**config.mk**
```make
export PLATFORM = sky130hd
export DESIGN_NAME = cave_automaton_smoothing_pass_unit
export DESIGN_NICKNAME = d
export VERILOG_FILES = /design/src/rtl/casp_pkg.sv /design/src/rtl/cave_automaton_smoothing_pass_unit.sv
export SDC_FILE = /design/constraint.sdc
export NUM_CORES = 1
export LEC_CHECK = 0
export BUFFER_PORTS_ARGS = -buffer_cell sky130_fd_sc_hd__buf_2
export CELL_PAD_IN_SITES_DETAIL_PLACEMENT = 2
export CELL_PAD_IN_SITES_GLOBAL_PLACEMENT = 2
export CORE_MARGIN = 5
export CORE_UTILIZATION = 41
export CTS_CLUSTER_DIAMETER = 200
export CTS_CLUSTER_SIZE = 24
export DETAILED_ROUTE_END_ITERATION = 12
export PLACE_DENSITY_LB_ADDON = 0.1
export RECOVER_POWER = 25
export SETUP_SLACK_MARGIN = 0.15
export SYNTH_ARGS = -nofsm -noshare
export SYNTH_HDL_FRONTEND = slang
export SYNTH_SLANG_ARGS = --single-unit
```
**constraint.sdc**
```tcl
create_clock -name clk -period 10.5 [get_ports clk]
set_input_delay 2.1 -clock clk [delete_from_list [all_inputs] [get_ports clk]]
set_output_delay 2.1 -clock clk [all_outputs]
set_load 0.02 [all_outputs]
```
**src/rtl/casp_pkg.sv**
```systemverilog
package casp_pkg;

	localparam int CELLS_W     = 64;
	localparam int ROW_NUM_W   = 10;
	localparam int IN_TDATA_W  = 64;
	localparam int OUT_TDATA_W = 80;
	localparam int CFG_ADDR_W  = 2;
	localparam int CFG_DATA_W  = 7;

	localparam logic [CFG_ADDR_W-1:0] REG_RULE_MODE    = 2'd0;
	localparam logic [CFG_ADDR_W-1:0] REG_FORCE_BORDER = 2'd1;
	localparam logic [CFG_ADDR_W-1:0] REG_COLS_IN_USE  = 2'd2;

	localparam logic [CFG_DATA_W-1:0] COLS_RESET = 7'd64;
	localparam logic [CFG_DATA_W-1:0] MIN_COLS   = 7'd5;

	// 3x3 count that makes a wall, 5x5 count at or below which a cell becomes wall
	localparam logic [4:0] WALL_MIN = 5'd5;
	localparam logic [4:0] OPEN_MAX = 5'd2;

	typedef enum logic [1:0] {
		ST_IDLE,
		ST_LOAD,
		ST_CELL,
		ST_PUT
	} seq_state_t;

	function automatic logic [2:0] cnt5(input logic [4:0] v);
		return 3'(v[0]) + 3'(v[1]) + 3'(v[2]) + 3'(v[3]) + 3'(v[4]);
	endfunction

endpackage

```
**src/rtl/cave_automaton_smoothing_pass_unit.sv**
```systemverilog
// one input row per item; an item emits no row or one row, a bottom row up to three rows
// each emitted row: one window load, then one cell per cycle through the shared 5x5 counting
// unit over the W = clamped cols_in_use columns, then into the output register once it has room
// no new row is taken until the emitted rows of the current one are in the output register;
// the first two rows of a map, unless one is the bottom row, are only held and emit nothing
// reset (arst_n low): idle, rows and row count cleared, output empty, config at reset values
module cave_automaton_smoothing_pass_unit #(
	parameter int MAX_COLS = 64,
	parameter int MAX_ROWS = 1024
) (
	input  logic                                clk,
	input  logic                                arst_n,
	input  logic                                cfg_we,
	input  logic [casp_pkg::CFG_ADDR_W-1:0]     cfg_addr,
	input  logic [casp_pkg::CFG_DATA_W-1:0]     cfg_wdata,
	input  logic                                s_tvalid,
	output logic                                s_tready,
	input  logic [casp_pkg::IN_TDATA_W-1:0]     s_tdata,   // [63:0] row_cells
	input  logic                                s_tlast,   // last_row
	output logic                                m_tvalid,
	input  logic                                m_tready,
	output logic [casp_pkg::OUT_TDATA_W-1:0]    m_tdata,   // [63:0] new_cells, [73:64] row_number, zeros
	output logic                                m_tlast    // last_of_run
);

	localparam int CW      = $clog2(MAX_COLS);
	localparam int SW      = MAX_COLS + 4;
	localparam int ROW_SAT = ((MAX_ROWS - 1) < 1023) ? (MAX_ROWS - 1) : 1023;
	localparam logic [casp_pkg::ROW_NUM_W-1:0] ROW_SAT_V = casp_pkg::ROW_NUM_W'(ROW_SAT);
	localparam logic [casp_pkg::CFG_DATA_W-1:0] MAXC     = casp_pkg::CFG_DATA_W'(MAX_COLS);

	casp_pkg::seq_state_t state_q, state_d;

	logic                                rule_mode_q;
	logic                                force_border_q;
	logic [casp_pkg::CFG_DATA_W-1:0]     cols_q;

	logic [MAX_COLS-1:0]                 upd_q [2];
	logic [MAX_COLS-1:0]                 pend_q [2];
	logic [casp_pkg::ROW_NUM_W-1:0]      rows_seen_q;

	logic [casp_pkg::ROW_NUM_W-1:0]      k_q;
	logic                                last_q;
	logic [1:0]                          s_q;
	logic [CW-1:0]                       j_q;
	logic [4:0]                          inc_q;
	logic [MAX_COLS-1:0]                 orig_q;
	logic [SW-1:0]                       sh_q [5];
	logic [MAX_COLS-1:0]                 res_q;

	logic                                ovalid_q;
	logic [MAX_COLS-1:0]                 ocells_q;
	logic [casp_pkg::ROW_NUM_W-1:0]      orow_q;
	logic                                olast_q;

	logic [casp_pkg::CFG_DATA_W-1:0]     w;
	logic [MAX_COLS-1:0]                 wmask, cm, bmask;
	logic [MAX_COLS-1:0]                 in_row;
	logic                                accept, emits_none, room;
	logic                                ld_row, step, put, done;
	logic [1:0]                          s_first, s_final;
	logic signed [11:0]                  idx;
	logic signed [11:0]                  y_d [5];
	logic [MAX_COLS-1:0]                 row_sel [5];
	logic [4:0]                          cnt_ok, inc_sel;
	logic [4:0]                          c5, c3;
	logic                                wall;
	logic [SW-1:0]                       sh2_wr;
	logic                                edge_row;
	logic [MAX_COLS-1:0]                 cells_now, cells_out;
	logic [casp_pkg::ROW_NUM_W-1:0]      row_num;
	logic [casp_pkg::CELLS_W-1:0]        ocells_ext;

	// clamped width and column masks
	always_comb begin
		if (cols_q < casp_pkg::MIN_COLS) begin
			w = casp_pkg::MIN_COLS;
		end else if (cols_q > MAXC) begin
			w = MAXC;
		end else begin
			w = cols_q;
		end
		for (int x = 0; x < MAX_COLS; x++) begin
			wmask[x] = x < int'(w);
			cm[x]    = (x >= 1) && (x + 2 <= int'(w));
			bmask[x] = (x < 2) || (x + 2 >= int'(w));
		end
	end

	assign in_row     = s_tdata[MAX_COLS-1:0] & wmask;
	assign accept     = s_tvalid && s_tready;
	assign emits_none = !s_tlast && (rows_seen_q < 10'd2);
	assign s_first    = (s_tlast && rows_seen_q < 10'd2) ? (2'd2 - rows_seen_q[1:0]) : 2'd0;
	assign s_final    = last_q ? 2'd2 : 2'd0;
	assign room       = !ovalid_q || m_tready;
	assign idx        = $signed({2'b00, k_q}) + $signed({10'd0, s_q}) - 12'sd2;

	// window rows for the row being smoothed: two updated above, center and up to two originals below
	always_comb begin
		row_sel[0] = upd_q[0];
		row_sel[1] = upd_q[1];
		unique case (s_q)
			2'd0: begin
				row_sel[2] = pend_q[0];
				row_sel[3] = pend_q[1];
				row_sel[4] = orig_q;
			end
			2'd1: begin
				row_sel[2] = pend_q[1];
				row_sel[3] = orig_q;
				row_sel[4] = '0;
			end
			default: begin
				row_sel[2] = orig_q;
				row_sel[3] = '0;
				row_sel[4] = '0;
			end
		endcase
		// the bottom row itself and rows past it do not count
		cnt_ok[0] = 1'b1;
		cnt_ok[1] = 1'b1;
		cnt_ok[2] = last_q ? (s_q < 2'd2) : 1'b1;
		cnt_ok[3] = last_q ? (s_q == 2'd0) : (s_q <= 2'd1);
		cnt_ok[4] = !last_q && (s_q == 2'd0);
		for (int d = 0; d < 5; d++) begin
			y_d[d]     = idx + 12'(d) - 12'sd2;
			inc_sel[d] = cnt_ok[d] && (y_d[d] >= 12'sd1);
		end
	end

	// shared counting unit: 5x5 and 3x3 wall counts at the window centered on column j
	always_comb begin
		c5 = 5'(casp_pkg::cnt5(sh_q[0][4:0])) + 5'(casp_pkg::cnt5(sh_q[1][4:0]))
		   + 5'(casp_pkg::cnt5(sh_q[2][4:0])) + 5'(casp_pkg::cnt5(sh_q[3][4:0]))
		   + 5'(casp_pkg::cnt5(sh_q[4][4:0]));
		c3 = 5'(casp_pkg::cnt5({2'b00, sh_q[1][3:1]}))
		   + 5'(casp_pkg::cnt5({2'b00, sh_q[2][3:1]}))
		   + 5'(casp_pkg::cnt5({2'b00, sh_q[3][3:1]}));
		wall = (c3 >= casp_pkg::WALL_MIN) || (!rule_mode_q && c5 <= casp_pkg::OPEN_MAX);
		// updated cell goes back into the center row so cells to its right see it
		sh2_wr    = sh_q[2];
		sh2_wr[2] = wall && cm[j_q] && inc_q[2];
	end

	always_comb begin
		cells_now = res_q & wmask;
		edge_row  = ((k_q < ROW_SAT_V) && (idx <= 12'sd1)) || (last_q && s_q >= 2'd1);
		if (!force_border_q) begin
			cells_out = cells_now;
		end else if (edge_row) begin
			cells_out = wmask;
		end else begin
			cells_out = (cells_now | bmask) & wmask;
		end
		row_num = (k_q >= ROW_SAT_V) ? ROW_SAT_V : idx[casp_pkg::ROW_NUM_W-1:0];
	end

	// next state
	always_comb begin
		state_d = state_q;
		unique case (state_q)
			casp_pkg::ST_IDLE: begin
				if (accept && !emits_none) begin
					state_d = casp_pkg::ST_LOAD;
				end
			end
			casp_pkg::ST_LOAD: begin
				state_d = casp_pkg::ST_CELL;
			end
			casp_pkg::ST_CELL: begin
				if (7'(j_q) == w - 7'd1) begin
					state_d = casp_pkg::ST_PUT;
				end
			end
			casp_pkg::ST_PUT: begin
				if (room) begin
					state_d = (s_q == s_final) ? casp_pkg::ST_IDLE : casp_pkg::ST_LOAD;
				end
			end
			default: begin
				state_d = casp_pkg::ST_IDLE;
			end
		endcase
	end

	// sequencer outputs
	always_comb begin
		s_tready = state_q == casp_pkg::ST_IDLE;
		ld_row   = state_q == casp_pkg::ST_LOAD;
		step     = state_q == casp_pkg::ST_CELL;
		put      = (state_q == casp_pkg::ST_PUT) && room;
		done     = put && (s_q == s_final);
	end

	always_ff @(posedge clk or negedge arst_n) begin
		if (!arst_n) begin
			state_q        <= casp_pkg::ST_IDLE;
			rule_mode_q    <= 1'b0;
			force_border_q <= 1'b0;
			cols_q         <= casp_pkg::COLS_RESET;
			upd_q[0]       <= '0;
			upd_q[1]       <= '0;
			pend_q[0]      <= '0;
			pend_q[1]      <= '0;
			rows_seen_q    <= '0;
			k_q            <= '0;
			last_q         <= 1'b0;
			s_q            <= '0;
			j_q            <= '0;
			inc_q          <= '0;
			ovalid_q       <= 1'b0;
		end else begin
			state_q <= state_d;
			if (cfg_we) begin
				unique case (cfg_addr)
					casp_pkg::REG_RULE_MODE:    rule_mode_q    <= cfg_wdata[0];
					casp_pkg::REG_FORCE_BORDER: force_border_q <= cfg_wdata[0];
					casp_pkg::REG_COLS_IN_USE:  cols_q         <= cfg_wdata;
					default: begin
					end
				endcase
			end
			if (accept) begin
				k_q    <= rows_seen_q;
				last_q <= s_tlast;
				s_q    <= s_first;
				if (emits_none) begin
					pend_q[0]   <= pend_q[1];
					pend_q[1]   <= in_row;
					rows_seen_q <= rows_seen_q + 10'd1;
				end
			end
			if (ld_row) begin
				j_q   <= '0;
				inc_q <= inc_sel;
			end
			if (step) begin
				j_q <= j_q + CW'(1);
			end
			if (put) begin
				// the end of a map clears the updated rows for the next one
				if (done && last_q) begin
					upd_q[0] <= '0;
					upd_q[1] <= '0;
				end else begin
					upd_q[0] <= upd_q[1];
					upd_q[1] <= cells_now;
				end
				s_q      <= s_q + 2'd1;
				ovalid_q <= 1'b1;
			end else if (m_tready) begin
				ovalid_q <= 1'b0;
			end
			if (done) begin
				if (last_q) begin
					pend_q[0]   <= '0;
					pend_q[1]   <= '0;
					rows_seen_q <= '0;
				end else begin
					pend_q[0] <= pend_q[1];
					pend_q[1] <= orig_q;
					if (rows_seen_q < ROW_SAT_V) begin
						rows_seen_q <= rows_seen_q + 10'd1;
					end
				end
			end
		end
	end

	// datapath registers
	always_ff @(posedge clk) begin
		if (accept) begin
			orig_q <= in_row;
		end
		if (ld_row) begin
			for (int d = 0; d < 5; d++) begin
				sh_q[d] <= inc_sel[d] ? {2'b00, row_sel[d] & cm, 2'b00} : '0;
			end
		end
		if (step) begin
			res_q[j_q] <= wall;
			sh_q[0]    <= sh_q[0] >> 1;
			sh_q[1]    <= sh_q[1] >> 1;
			sh_q[2]    <= sh2_wr >> 1;
			sh_q[3]    <= sh_q[3] >> 1;
			sh_q[4]    <= sh_q[4] >> 1;
		end
		if (put) begin
			ocells_q <= cells_out;
			orow_q   <= row_num;
			olast_q  <= s_q == s_final;
		end
	end

	always_comb begin
		ocells_ext                 = '0;
		ocells_ext[MAX_COLS-1:0]   = ocells_q;
	end

	assign m_tvalid = ovalid_q;
	assign m_tdata  = {6'd0, orow_q, ocells_ext};
	assign m_tlast  = olast_q;

endmodule

```
Word-level counts from Yosys, hierarchy flattened --
Memory sizes are Yosys's and may differ from the RTL's. Cells that the tools add are included.
Cells by class: bitwise logic cells 14, eq/ne operators 11, order comparisons 208, add/sub/neg operators 48, mux-type cells 49, reductions and logical operators 38
Operators by type and width (number):
- 128-bit 2-to-1 mux | 5
- 64-bit AND | 8
- 192-bit one-hot mux with 2 select lines | 1
- 67-bit 2-to-1 mux | 5
- 66-bit 2-to-1 mux | 5
- 6-bit by 7-bit >= comparator with 1-bit output (first input constant) | 32
- 6-bit by 7-bit <= comparator with 1-bit output (first input constant) | 32
- 6-bit by 7-bit less-than comparator with 1-bit output (first input constant) | 32
- 64-bit 2-to-1 mux | 2
- 5-bit by 7-bit >= comparator with 1-bit output (first input constant) | 16
- 5-bit by 7-bit <= comparator with 1-bit output (first input constant) | 16
- 5-bit by 7-bit less-than comparator with 1-bit output (first input constant) | 16
- 64-bit bitwise mux | 1
- 64-bit OR | 1
- 12-bit by 2-bit >= comparator with 1-bit output (second input constant) | 5
- 12-bit by 3-bit subtractor with 12-bit output (second input constant) | 5
- 4-bit by 7-bit >= comparator with 1-bit output (first input constant) | 8
- 4-bit by 7-bit <= comparator with 1-bit output (first input constant) | 8
- 4-bit by 7-bit less-than comparator with 1-bit output (first input constant) | 8
- 10-bit 2-to-1 mux | 5
- 3-bit by 1-bit adder with 3-bit output | 10
- 3-bit by 7-bit >= comparator with 1-bit output (first input constant) | 4
- 3-bit by 7-bit <= comparator with 1-bit output (first input constant) | 4
- 3-bit by 7-bit less-than comparator with 1-bit output (first input constant) | 4
- other kinds (54) | 135
Word-level totals: memories 1, bits in registers 503, bits in writable memories 335, input bits 79, word-level logic and storage cells 389, output and inout bits 83
Memories:
- sh_q | depth 5, width 67, read ports 5, clocked after memory_dff 0, wr ports 5, line cave_automaton_smoothing_pass_unit.sv:48 | logic [SW-1:0] sh_q [5];

Depth between registers and ports, before layout --
An unclocked memory read counts as a cell.
depth in word-level cells 15, gate-level depth with buffers 19, mapped depth without buffers 19

Worst setup path before layout --
OpenSTA, ideal clock, no wires.
kind reg-to-reg, from register state_q[0], to register j_q[2], stages on the path, launching flop included 8, library setup time 0.084 ns, data required time 10.416 ns, path buffers 1, arrival 8.124 ns, path slack 2.292 ns, period minus slack after synthesis 8.208 ns, cells stage by stage dfrtp_1 > inv_1 > ha_1 > clkbuf_1 > nand3_1 > o21ai_0 > nand2_1 > o21ai_0
Between the ends: word-level cells in the longest chain between the ends 2, elaborated cells between the ends (all ways) 4, classes of those cells eq/ne: 2; mux: 1; reduce/logical: 1
RTL lines:
- start, declared | line cave_automaton_smoothing_pass_unit.sv:32 | casp_pkg::seq_state_t state_q, state_d;
- start signal, assigned | line cave_automaton_smoothing_pass_unit.sv:197 | state_q <= casp_pkg::ST_IDLE;
- start signal, assigned | line cave_automaton_smoothing_pass_unit.sv:213 | state_q <= state_d;
- 2-bit equality test or 2-bit by 1-bit equality test with 1-bit output (tied branches) | line cave_automaton_smoothing_pass_unit.sv:190, cave_automaton_smoothing_pass_unit.sv:189
- 6-bit 2-to-1 mux or 2-bit nonzero test (tied branches)
- end signal, assigned | line cave_automaton_smoothing_pass_unit.sv:238 | j_q <= j_q + CW'(1);
- end, declared | line cave_automaton_smoothing_pass_unit.sv:45 | logic [CW-1:0] j_q;
Several ways; a longest one is shown, not always the timed one. A chain may end at the register's enable or synchronous reset.

Worst setup path in the final report --
from input port m_tready, to register upd_q, in the netlist row_sel[237]
Between the ends: word-level cells in the longest chain between the ends 5
RTL lines:
- start, declared | line cave_automaton_smoothing_pass_unit.sv:21 | input logic m_tready,
- 1-bit logical OR (*) | line cave_automaton_smoothing_pass_unit.sv:95 | assign room = !ovalid_q || m_tready;
- 1-bit logical AND (*) | line cave_automaton_smoothing_pass_unit.sv:191 | put = (state_q == casp_pkg::ST_PUT) && room;
- 1-bit logical AND | line cave_automaton_smoothing_pass_unit.sv:192 | done = put && (s_q == s_final);
- 1-bit logical AND | line cave_automaton_smoothing_pass_unit.sv:242 | if (done && last_q) begin
- 128-bit 2-to-1 mux | line cave_automaton_smoothing_pass_unit.sv:242
- end, declared | line cave_automaton_smoothing_pass_unit.sv:38 | logic [MAX_COLS-1:0] upd_q [2];
Mark *: on every way between the ends. The rest lies on a longest branch, timed or not.

==> run metrics <==
status=finished, violations left; nets@finish=4,139; Storage cell area=23,200 um^2; CP dominant cell by count=nand2_4; Num CTS Buffers=40; Die ar.=106,000 um^2; CP endpoint kind=register; RSZ-0062 raised after global routing=no; synth top area cells=edfxtp_1 39%, dfrtp_1 18%, nand2_1 7.9%; CP Buf/Inv Count=4; ratio of cells with drive above 1 in the final layout=8.10%; CP Launch Type=input pin; Synth-to-Final Area Change=7.38%; crit path kind=input pin to register; Detailed Place HPWL=106,000 um; wire per inst=30.9 um; IO Port Bufs=153; dominant cell type by area after synthesis=edfxtp_1; GPL Wtd Cong=0.937; Die Wd=325 um; HP Start=row_sel[262]; FF-to-FF Start=state_q[0]; Cells after Synth=4,039; clk sink count=821; class of the worst hold path=register to register; Synth Cell Area=40,800 um^2; I/O pins=162; DR pass1 iterations=5; drt initial violations=3,349; Seq/Total Area, Yosys=56.9%; skew final=0.0400 ns; Clock transition at path regs=0.11 ns; worst-margin pin slew=4.56 ns; Multi-input gate area=15,900 um^2; min Tclk post-route=8.12 ns; vias in the first global route=35,500; Cell Rows=115; worst-skew pair later-pin latency=0.66 ns; post-CTS sizing=0; first-pass GRT wire length=243,000 um; Vias/cell=6.36; Critical Path Source=m_tready; CORE AREA=98,600 um^2; average size of a mapped cell=10.1 um^2; CTS hold repair buffers=0; final period utilization=77.3%; Main synth FF type=edfxtp_1; Ys Warns=0; Final Slew Violations=615; Slew Limit Headroom=-204%; grt ovf=0; chip height=325 um; CTS tree=done; # H-tree levels=2; postcts setup bufs=0; Unique masters post-synth=88; vias=33,800; DRT antenna net count=0; CP required=10.98 ns; max cap viols=11; CP delay by family, top=buffers and inverters; Post-synth EDFFs=531; top-area cell type share of the netlist area=39.1%; failing checks=max-capacitance violations, max-slew violations; commonest cells in the netlist=860 x nand2_1, 531 x edfxtp_1, 289 x a21oi_1, 289 x dfrtp_1, 284 x clkbuf_1; final setup fails=0; Placed Cells=5,241; post-synthesis async set-or-reset flop share=35.3%; CP max stage cell=clkinvlp_2; # fillers=10,400; global router's overall resource usage=30.1%; Residual DRC=0; ordered cell list for the critical path=buf_2, nand2b_1, nand2_4, clkinvlp_2, nand2_4, buf_4, nor2_4, buf_12, o41ai_1; Setup TNS=0 ns; largest net degree at the start of global routing=156; Non-Filler Instances=5,314; Final Hold Vio Count=0; CP peak stage delay=2.15 ns; maximum clock rate=0.123 GHz; initial antenna violation count=4; critical path arrival=8.60 ns; flops & latches, synth=821; top-count cell post-synth=nand2_1; Max FO, Critical Path=143; DRT Wirelength=164,000 um; Root Buffer=clkbuf_16; clk buf depth=3; initial core utilization=41.4%
==> kinds of logic after synthesis <==
logic type / share of synthesized area [%]
AOI/OAI and AO/OA: 18.7
muxes: 1.39
DFF: 56.9
and+or+nand+nor: 15.6
buffers and inverters: 4.64
adders and majority gates: 2.40
xor gates and xnor gates: 0.386
other: 0.00919
==> final cells by class <==
class / count / area share, %
flip-flops and latches: 821 / 53.0
inverters: 144 / 1.24
repair buffers: 239 / 3.18
clock inverters: 3 / 0.103
diodes: 1 / 0.00571
well taps: 1287 / 3.68
clock buffers: 69 / 2.53
multi-input cells: 2750 / 36.3
==> worst paths after layout <==
| path | depth (start not counted) | slack [ns] | end |
|---|---|---|---|
| setup / recovery | 9 | 2.38 | row_sel[237] |
| hold / removal | 2 | 0.49 | row_sel[262] |
| setup reg to reg | 7 | 2.75 | j_q[5] |
| hold reg to reg | 2 | 0.49 | row_sel[262] |
| max in group asynchronous | 2 | 3.45 | row_sel[222] |
| min in group asynchronous | 1 | 2.76 | pend_q[82] |
==> layer usage <==
| metal | up-vias | wire length [um] | share of wire [%] | global-route usage (%) |
|---|---|---|---|---|
| li1 | 14600 | - | - | - |
| met1 | 17800 | 69000 | 42 | 40.1 |
| met2 | 1093 | 79600 | 49 | 51.1 |
| met3 | 269 | 8390 | 5.1 | 3.15 |
| met4 | 6 | 7130 | 4.3 | 11.3 |
| met5 | - | 42 | 0.026 | 0 |
==> layout by cell type (no fill, tap or decap), drive strengths merged, types with 49 or more instances in the layout <==
master / synthesis / final
nor2: 189 / 189
o41ai: 88 / 88
a22oi: 93 / 93
o31ai: 160 / 160
a32o: 53 / 53
clkbuf: 284 / 89
nand4: 49 / 49
dfrtp: 289 / 289
inv: 144 / 144
nand3: 137 / 137
o21ai: 251 / 251
edfxtp: 531 / 531
buf: 50 / 219
nand2: 860 / 860
a21oi: 292 / 292
==> worst min-delay path, delay by kind of cell (launching register included) <==
kind	cells	cell delay (ns)
AO/OA/AOI/OAI	1	0.05
flip-flops	1	0.36
AND/OR/NAND/NOR	1	0.05
==> per-stage QoR <==
step                worst slack (ns)  cell area (um^2)  hold WS, ns  util, %
finish                          2.38             43800        0.487     44.4
floorplan                       2.29             40800        0.441        -
global route                    2.20             43800        0.516     44.4
CTS                             4.20             43900        0.485     44.6
detailed placement              4.23             42800        0.461     43.4
global placement                4.42             42800        0.452     43.4
==> flip-flops by register name (all words and copies together), names as in the netlist, 2 cells and up <==
register / flops
cols_q: 7
j_q: 6
k_q: 10
ocells_ext: 64
orig_q: 62
orow_q: 10
pend_q: 124
res_q: 64
row_sel: 124
rows_seen_q: 10
s_q: 2
sh_q: 330
state_q: 2
Power is not shown: default switching activity piles up to over one toggle a cycle in this logic, so the estimate is an artifact.
